## src/design/rti_pkg.sv

```systemverilog
// shared constants for the ray / triangle intersection block
package rti_pkg;

   localparam int COORD_WIDTH_DEF = 32;
   localparam int FRAC_BITS_DEF   = 16;

   // parallel threshold and distance code widths
   localparam int THR_W  = 32;
   localparam int DIST_W = 31;
   localparam logic [DIST_W-1:0] DIST_MAX = {DIST_W{1'b1}};

   // configuration register indexes
   localparam int CSR_INDEX_W = 3;
   typedef enum logic [CSR_INDEX_W-1:0] {
      REG_ORIGIN_X  = 3'd0,
      REG_ORIGIN_Y  = 3'd1,
      REG_ORIGIN_Z  = 3'd2,
      REG_DIR_X     = 3'd3,
      REG_DIR_Y     = 3'd4,
      REG_DIR_Z     = 3'd5,
      REG_THRESHOLD = 3'd6
   } csr_index_type;

   // partial product slice width of the wide multipliers
   localparam int MUL_SLICE = 32;

   // queue depth between front and back
   localparam int QUEUE_DEPTH = 4;

endpackage

```

## src/design/rti_queue.sv

```systemverilog
// small fifo between the front and back parts
module rti_queue #(
   parameter int WIDTH = 8,
   parameter int DEPTH = 4
) (
   input  logic             clock,
   input  logic             reset,
   input  logic             push,
   input  logic [WIDTH-1:0] din,
   output logic             full,
   input  logic             pop,
   output logic             nonempty,
   output logic [WIDTH-1:0] dout
);
   import rti_pkg::*;

   localparam int AW = (DEPTH > 1) ? $clog2(DEPTH) : 1;
   localparam int CW = $clog2(DEPTH + 1);

   logic [WIDTH-1:0] mem [DEPTH];
   logic [AW-1:0]    wr_ff, rd_ff;
   logic [CW-1:0]    count_ff;

   assign full     = (count_ff == CW'(DEPTH));
   assign nonempty = (count_ff != '0);
   assign dout     = mem[rd_ff];

   // storage
   always_ff @(posedge clock) begin
      if (push) begin
         mem[wr_ff] <= din;
      end
   end

   // pointers and fill count
   always_ff @(posedge clock) begin
      if (reset) begin
         wr_ff    <= '0;
         rd_ff    <= '0;
         count_ff <= '0;
      end else begin
         if (push) begin
            wr_ff <= (wr_ff == AW'(DEPTH - 1)) ? '0 : wr_ff + 1'b1;
         end
         if (pop) begin
            rd_ff <= (rd_ff == AW'(DEPTH - 1)) ? '0 : rd_ff + 1'b1;
         end
         count_ff <= count_ff + CW'(push) - CW'(pop);
      end
   end

   assert property (@(posedge clock) disable iff (reset) count_ff <= CW'(DEPTH))
      else $error("queue count beyond depth");
   assert property (@(posedge clock) disable iff (reset) !(push && full))
      else $error("push into full queue");
   assert property (@(posedge clock) disable iff (reset) !(pop && !nonempty))
      else $error("pop from empty queue");

endmodule

```

## config.mk

```make
export PLATFORM = sky130hd
export DESIGN_NAME = rti_queue
export DESIGN_NICKNAME = d
export VERILOG_FILES = /design/src/design/rti_pkg.sv /design/src/design/rti_queue.sv
export SDC_FILE = /design/constraint.sdc
export NUM_CORES = 1
export LEC_CHECK = 0
export BUFFER_PORTS_ARGS = -buffer_cell sky130_fd_sc_hd__buf_2
export CORE_UTILIZATION = 55
export DETAILED_ROUTE_END_ITERATION = 7
export PLACE_DENSITY = 0.77
export SLEW_MARGIN = 25
export SYNTH_ARGS = -nofsm -noshare
export SYNTH_HDL_FRONTEND = slang
export SYNTH_SLANG_ARGS = --single-unit
```

## constraint.sdc

```tcl
create_clock -name clock -period 1.7 [get_ports clock]
set_clock_uncertainty 0.05 [all_clocks]
set_input_delay 0.255 -clock clock [delete_from_list [all_inputs] [get_ports clock]]
set_output_delay 0.255 -clock clock [all_outputs]
set_load 0.005 [all_outputs]
```

---- After elaboration in Yosys (flattened, before gate mapping) ----
Memory sizes are Yosys's and may differ from the RTL's. A register that Yosys moved wholly into a read port is not among the register bits.
Cells that the tools add are included.
storage, ports and cells
  word-level logic and storage cells ...... 18
  memory bits (writable) .................. 32
  output and inout port bits .............. 10
  bits in registers ....................... 7
  input bits .............................. 12
  memories ................................ 1
memory list
  memory  words  bits a word  read ports  clocked after Yosys merged registers in  write ports  line             RTL
  mem     4      8            1           1                                        1            rti_queue.sv:20  logic [WIDTH-1:0] mem [DEPTH];
operators by class
  reduce and logical (&&, ||, !) cells .... 1
  eq/ne operators ......................... 3
  add/subtract/negate cells ............... 4
  mux-type cells .......................... 6
operator list
  kind                 number
  $mux 2               4
  $add 2x1->2 const B  2
  $eq 2x2->1 const B   2
  $add 3x1->3          1
  $eq 3x3->1 const B   1
  $reduce_bool 3->1    1
  $sub 3x1->3          1
  $mux 1               2

---- Logic depth before layout (Yosys ltp) ----
Gate-level depths: netlist of run 1.
  word-level depth ........................ 4
  gate-level depth with buffers ........... 7
  depth with buffers taken out ............ 7

---- Worst setup path before layout of run 1 ----
No wires, ideal clock.
  kind .................................... register to register
  start ................................... register count_ff[0]
  end ..................................... register count_ff[2]
  cell stages (with the launch flop) ...... 8
  path buffers ............................ 0
  path slack .............................. 0.158 ns
  arrival time ............................ 1.382 ns
  required time ........................... 1.540 ns
  path through ............................ dfxtp_1 -> inv_1 -> ha_1 -> inv_1 -> ha_1 -> fa_1 -> xor3_1 -> nor2_1
between the ends
  word-level cells in the longest chain between the ends .. 2
RTL lines
  what                    line             RTL
  from (decl)             rti_queue.sv:22  logic [CW-1:0] count_ff;
  from (signal assigned)  rti_queue.sv:48  count_ff <= count_ff + CW'(push) - CW'(pop);
  $add 3x1->3             rti_queue.sv:48
  $sub 3x1->3             rti_queue.sv:48
Every way passes these cells.
A chain may end at the register's enable or synchronous reset.

==> reports/results.txt, run 1 <==
The flow ran to the end, but the final reports show violations. The final reports fail on setup timing. edfxtp_1 takes more of the synthesized area than any other cell. The logs give 2 for the maximum root-to-sink buffer count and 0.980 mV for the peak supply drop. The total area inside the core boundary comes to 2760 sq um.

The post-synthesis cell count came out at 85. The first detailed-routing pass ran for 4 iterations. Area share of the largest cell type after synthesis: 59.6%. The clock tree root driver cell was clkbuf_4. In this run the register-to-register setup slack is 90 ps. The tools report the final count of hold timing violations as 0. Data on the critical path is required at its endpoint by 1390 ps. Setup violations remaining at the end of the flow were counted as 8. Synthesis instantiated 18 different standard cells from the library. For the weighted congestion at the end of routability-driven global placement, the log shows 0.641. The startpoint of the worst-slack reg-to-reg timing path is count_ff[0]. The wire length of the first global-routing pass is 3790 um, and the transition time at the pin with the least slew margin is 415 ps. Once the floorplan was initialized, standard cells occupied 58.5% of the core. In the layout the commonest cells are 32 x edfxtp_1, 21 x buf_2, 8 x mux4_2.

After routing the design area is 1850 sq um. The setup TNS after final layout is -508 ps, and the max-cap check violation count is 0. The hold path endpoint was mem[3][4]. The first routing iteration left 17 violations.

The number of cells on the worst reg-to-reg path is 7. For the number of fillers in the final layout, the log shows 197. The slowest stage of the critical path is the mux4_2 cell. The number of nets in the synthesized netlist is 105. The die is 56.2 um tall. The initial antenna violation count is 0, and the critical path data arrival time is 1480 ps.

The min-delay analysis places its worst path in the category input pin to flop. The run gives 0 as the number of max-slew violations in the final report. Startpoint type of the worst setup path: a flop. A synthesized cell averages 19.0 sq um. In the final layout, the share of cells above drive strength 1 is 34.5%.

The number of warning messages in the yosys log was 0. The startpoint identified for the worst hold timing path is din[4]. The worst hold path stage count is 1. The floorplan has 19 rows. During placement, the flow inserted port buffers numbering 21.

The worst setup path is of the flop to output port kind. Once detail routing completed, the nets flagged for antenna violations numbered 0. The die extent in x is 56.2 um.

The worst slew margin relative to its limit was 72.3%. For this run, the top clock speed supported by timing is 561 MHz. The logs give 1580 um for the detailed-placement wirelength estimate and 0 for the remaining design rule violation count. Number of nets in the layout: 132. The via count is 789. For this design the static power due to leakage is 0.701 nW.

Wires add up to 2270 um. Clock slew at the register clock pins of the worst setup and hold paths: 110 ps. In the final routed layout, each cell accounts on average for 15.8 um.

Walking the worst path, the cells encountered are buf_12 > mux4_2 > buf_2. The power density normalized to cell area is 1130 nW/um^2. The logs give 67.0% for the final design utilization and 817 for the number of global-route vias before repair.

For this design, the sink count on the clock tree is 41. In this run the count of I/O pins placed on the die edge is 22. The total of hold buffers inserted after clock tree synthesis is 0. The worst setup path is captured at an output port. Counting flops and latches in the post-synthesis netlist gives 41. The repair_antennas step left the layout with diodes totalling 0. For the post-route total power, the log shows 2.08 mW. After detailed routing, the number of vias per cell comes to 5.48. Largest net degree at the start of global routing: 13.

The clock buffer count from CTS is 5. The worst hold slack across all endpoints came out at 75.7 ps. After layout, the minimum clock period comes to 1780 ps.

Setup repair after global routing could not meet its margin everywhere. Clock latency on the worst-skew pair, taken at its later pin, is 340 ps. Post-route fraction of the period consumed by the critical path: 105%. By area the synthesized netlist is led by edfxtp_1 60%, dfxtp_1 11%, mux4_2 11%, ha_1 5.4%, and2_1 1.6%. The cell area that synthesis handed to floorplanning was 1610 sq um.

Largest fanout on the critical path: 8. The tools report the aggregate global routing overflow as 0. TritonCTS built the clock tree.

The logs give 3150 sq um for the floorplan die area and -82.7 ps for the post-layout worst setup margin. In this run the number of H-tree levels came out at 2. The post-synthesis sequential area ratio came out at 70.8%. The largest single stage delay on the critical path is 500 ps. The worst reg2reg path endpoint is count_ff[2]. The overall track demand over capacity in global routing came out at 17.1%. The most common cell after layout, fill and taps aside was edfxtp_1. The area added between synthesis and finish was 14.6%; the post-detailed-placement cell area was 1760 sq um.
where the power goes:
group          total [mW]  internal [mW]  leakage [nW]  switching [mW]
Clock               0.636          0.351        0.0455           0.285
Sequential           1.18           1.14         0.369          0.0346
Combinational       0.267          0.159         0.287           0.109
Total                2.08           1.65         0.701           0.428
cells by family (layout without fill, tap and decap cells):
| group | Yosys count | after routing | share of synthesized area (%) |
|---|---|---|---|
| compound gates | 2 | 2 | 0.621 |
| xor+xnor | 1 | 1 | 1.47 |
| fa+ha+maj | 8 | 8 | 6.67 |
| buf+inv | 8 | 36 | 2.40 |
| flops | 41 | 41 | 70.8 |
| mux | 10 | 10 | 12.4 |
| simple gates | 15 | 15 | 5.66 |
stage by stage:
step / worst slack [ps] / std cells
finish: -82.7 / 144
detailed placement: 49.9 / 136
CTS: -115 / 144
global route: -156 / 144
floorplan: 158 / 85
global placement: 92.6 / 136
cells in the mapped netlist:
library cell  instances
edfxtp_1             32
dfxtp_1               9
mux4_2                8
ha_1                  7
inv_1                 6
and2_1                4
nor2_1                3
a21oi_1               2
mux2i_1               2
nand2b_1              2
nor2b_1               2
or3b_1                2
and3_1                1
buf_6                 1
clkbuf_2              1
fa_1                  1
or3_1                 1
xor3_1                1
flip-flops by register name, summed over array words and instances (netlist names), named ones only:
signal / flops
mem: 32
count_ff: 3
rd_ff: 2
wr_ff: 2
metal layers:
layer  vias up  global-route usage, %  part of all wire, %
met4         0                   9.41                 0.66
li1        378                      -                    -
met5         -                      0                    0
met1       385                   19.5                   41
met3         2                   7.44                  5.5
met2        24                   27.0                   52
worst max path at each step:
stage	endpoint	slack (ps)	cells after the start
finish	dout[7]	-80	3
global route	dout[6]	-160	3
CTS	dout[7]	-120	3
detailed placement	count_ff[2]	50	7
global placement	count_ff[2]	90	7
floorplan	count_ff[2]	160	7
critical path: cells and delay by family (launching register included):
family | cells | cell delay (ps)
flops | 1 | 360
mux | 1 | 500
buf+inv | 2 | 280
area by class of cell:
cell class	instances	area (sq um)	area share [%]
sequential	41	1140	61.9
multi-input combinational	36	433	23.4
timing repair buffer	22	125	6.77
clock buffer	7	55.1	2.98
tap	31	38.8	2.10
clock inverter	1	30.0	1.62
inverter	6	22.5	1.22
timing repair:
item                                    4_1_cts  5_1_grt
cloned                                        0        0
endpoints found under the hold margin         0        0
setup buffers                                 0        0
endpoints found under the setup margin        8        9
resized for setup                             1        1
Power figures use the tool's default switching activity.
==> run 2, diff against run 1 <==
--- a/config.mk
+++ b/config.mk
@@ -6,9 +6,11 @@
 export NUM_CORES = 1
 export LEC_CHECK = 0
 export BUFFER_PORTS_ARGS = -buffer_cell sky130_fd_sc_hd__buf_2
+export CORE_ASPECT_RATIO = 0.8
 export CORE_UTILIZATION = 55
 export DETAILED_ROUTE_END_ITERATION = 7
 export PLACE_DENSITY = 0.77
+export RECOVER_POWER = 50
 export SLEW_MARGIN = 25
 export SYNTH_ARGS = -nofsm -noshare
 export SYNTH_HDL_FRONTEND = slang
==> run 2 against run 1 <==
The flow still finishes with violations (setup timing). Clock power shrank 5.0%. Critical path type unchanged. First-iteration DRC count unchanged. Setup slack better by 3.8 ps. Global-route usage rose by 0.60 points.
==> reports/results.txt, run 2 (synthesis results as in run 1) <==
The run finished, with violations left. The checks that failed: setup timing. TritonCTS built the clock tree. Hold path endpoint: mem[2][7]. The fraction of final layout cells with drive strength greater than 1 is 26.5%. On the worst path, the slowest cell contributes a delay of 500 ps.

The first global-routing pass estimated 3820 um of wire. Leakage component of the power: 0.676 nW. The power share of the clock group came out at 29.5%. The initial utilization of the core area, before any placement, comes to 58.3%. Total routed wirelength: 2300 um. Max-cap violations in this run came to 0. Floorplan die area: 3150 sq um. The maximum root-to-sink buffer count came out at 2. In this run the remaining antenna-violating nets after routing total 0. The worst setup path is launched from a flop.

Of all nets on the critical path, the largest fanout is 8. Cell with the biggest individual delay on the critical path: mux4_2. The die is 62.5 um wide. The initialized floorplan defines 17 standard-cell rows.

In the layout the commonest cells are 32 x edfxtp_1, 13 x buf_2, 9 x clkbuf_1. After the last flow step, the layout net total stands at 132. The register with the most flip-flops in the layout has 32 of them. The transition time at the pin with the least slew margin was 434 ps. Dividing total power by cell area gives a power density of 1110 nW/um^2. The critical path goes through buf_12 > mux4_2 > buf_2.

In the routed layout, each cell is associated on average with a via count of 5.08. The sort of element at the end of the critical path is an output port. Worst hold slack across all endpoints: 107 ps.

Setup repair after global routing could not meet its margin everywhere. At the later pin of the worst-skew pair, clock insertion delay measures 340 ps. Worst hold path stage count: 1. For this block, the via count after detailed routing is 767. The share of total power dissipated in sequential elements is 57.5%.

The detailed router finished its first iteration with 17 violations. In this run the register-to-register setup slack is 90 ps. For the number of diodes added for antenna fixing, the log shows 0. The tools report the cell-internal power as 1.61 mW.

The total area inside the core boundary comes to 2770 sq um. The power spent charging and discharging nets is 0.439 mW, and the initial antenna violation count is 0. The wire-length estimate of the detail-placed layout is 1650 um. Number of primary I/O pins: 22. Most common cell after layout, fill and taps aside: edfxtp_1.

The share of total power in combinational logic is 12.9%. For the worst setup path, the data required time is 1390 ps. The worst register-to-register path ends at count_ff[2]. The logs give 17.7% for the overall track demand over capacity in global routing and 0 for the final count of hold timing violations. The setup path with the least slack is of type flop to output port. Static timing analysis puts the maximum clock frequency at 562 MHz. Number of buffers added on ports: 21. Data arrives at the worst endpoint at 1470 ps.

Of the total power, the share spent switching nets is 21.4%. After detailed placement, the total cell area comes to 1760 sq um. Subtracting the final worst setup slack from the clock period gives 1780 ps. The worst path uses 105% of the clock period. The run gives 4 as the first-pass detailed-route iteration total.

The path category of the worst min-delay check is input pin to flop. After routing the design area is 1840 sq um. Entering global routing, the biggest net connects 14 pins. The number of max-slew violations in the final report came out at 0. The aggregate global routing overflow came out at 0. The cell sitting at the root of the clock tree is a clkbuf_4. In this run the vertical extent of the chip is 50.4 um.

The H-tree was split into 2 levels. Across the VDD grid, the largest voltage drop is 0.753 mV. Buffers inserted during clock tree synthesis total 5. The final setup violation count was 8; the cell count of the worst reg-to-reg path was 7.

The register with the most flip-flops was mem. Count of clock tree sinks: 41. The post-layout worst setup margin came out at -78.9 ps. The largest registers in the layout are mem (32), count_ff (3). Number of global-route vias before repair: 797.

Clock slew at the register clock pins of the worst setup and hold paths: 120 ps. The area added between synthesis and finish is 13.9%. The worst slew margin relative to its limit was 71.1%. Weighted congestion at the end of routability-driven global placement: 0.653.

In this run the critical register-to-register path is launched from count_ff[0]. The remaining design rule violation count was 0. The startpoint identified for the worst hold timing path is din[7]. In the final routed layout, each cell accounts on average for 15.3 um.
[run 2: changes by cell type in the layout (fill, tap and decap cells not counted), sizes merged]
| cell | previous run | this run |
|---|---|---|
| clkbuf | 7 | 14 |
| buf | 22 | 14 |
| clkinv | 0 | 1 |
[run 2: layer usage]
layer	global-route usage, %	up-vias	part of all wire, %
met5	0	-	0
met4	4.65	0	0.69
met3	6.82	2	4.3
met2	29.5	16	51
met1	21.8	373	44
li1	-	376	-
[run 2: how the worst max path moves through the flow]
| stage | cells past startpoint | from | slack, ps | to |
|---|---|---|---|---|
| floorplan | 7 | count_ff[0] | 160 | count_ff[2] |
| global placement | 7 | pop | 90 | count_ff[2] |
| detailed placement | 7 | pop | 60 | count_ff[2] |
| CTS | 3 | flop | -100 | dout[7] |
| global route | 3 | flop | -150 | dout[2] |
| finish | 3 | flop | -80 | dout[7] |
[run 2: repair_timing]
action / in CTS / in global routing
buffers inserted: 0 / 0
hold buffers: 0 / 0
endpoints found under the setup margin: 8 / 9
gates resized for setup: 3 / 2
pin swaps: 0 / 0
[run 2: worst max-delay path: cells and delay by family (launching register included)]
kind	cells	cell delay [ps]
mux	1	500
flops	1	350
buf+inv	2	270
[run 2: area by class of cell]
type,instances,area (sq um)
Timing Repair Buffer,22,115
Clock inverter,2,35.0
Fill cell,200,928
Tap cell,38,47.5
Clock buffer,6,41.3
Inverter,6,22.5
Sequential cell,41,1140
Multi-Input combinational cell,36,433
[run 2: power by group through the flow]
stage	clock, mW	sequential [mW]	combinational [mW]
floorplan	0	1.18	0.184
global placement	0	1.19	0.254
detailed placement	0	1.20	0.265
CTS	0.612	1.18	0.269
global route	0.656	1.18	0.298
finish	0.604	1.18	0.265
[run 2: through the flow]
step                      instances  worst slack, ps  setup TNS, ps  util [%]  power, mW
after floorplan                  85              158              0         -       1.37
after global placement          143             86.3              0      63.5       1.45
after detailed placement        143             63.0              0      63.5       1.46
after CTS                       151             -104           -714      66.6       2.06
after global routing            151             -146           -987      66.4       2.14
final                           151            -78.9           -491      66.4       2.04
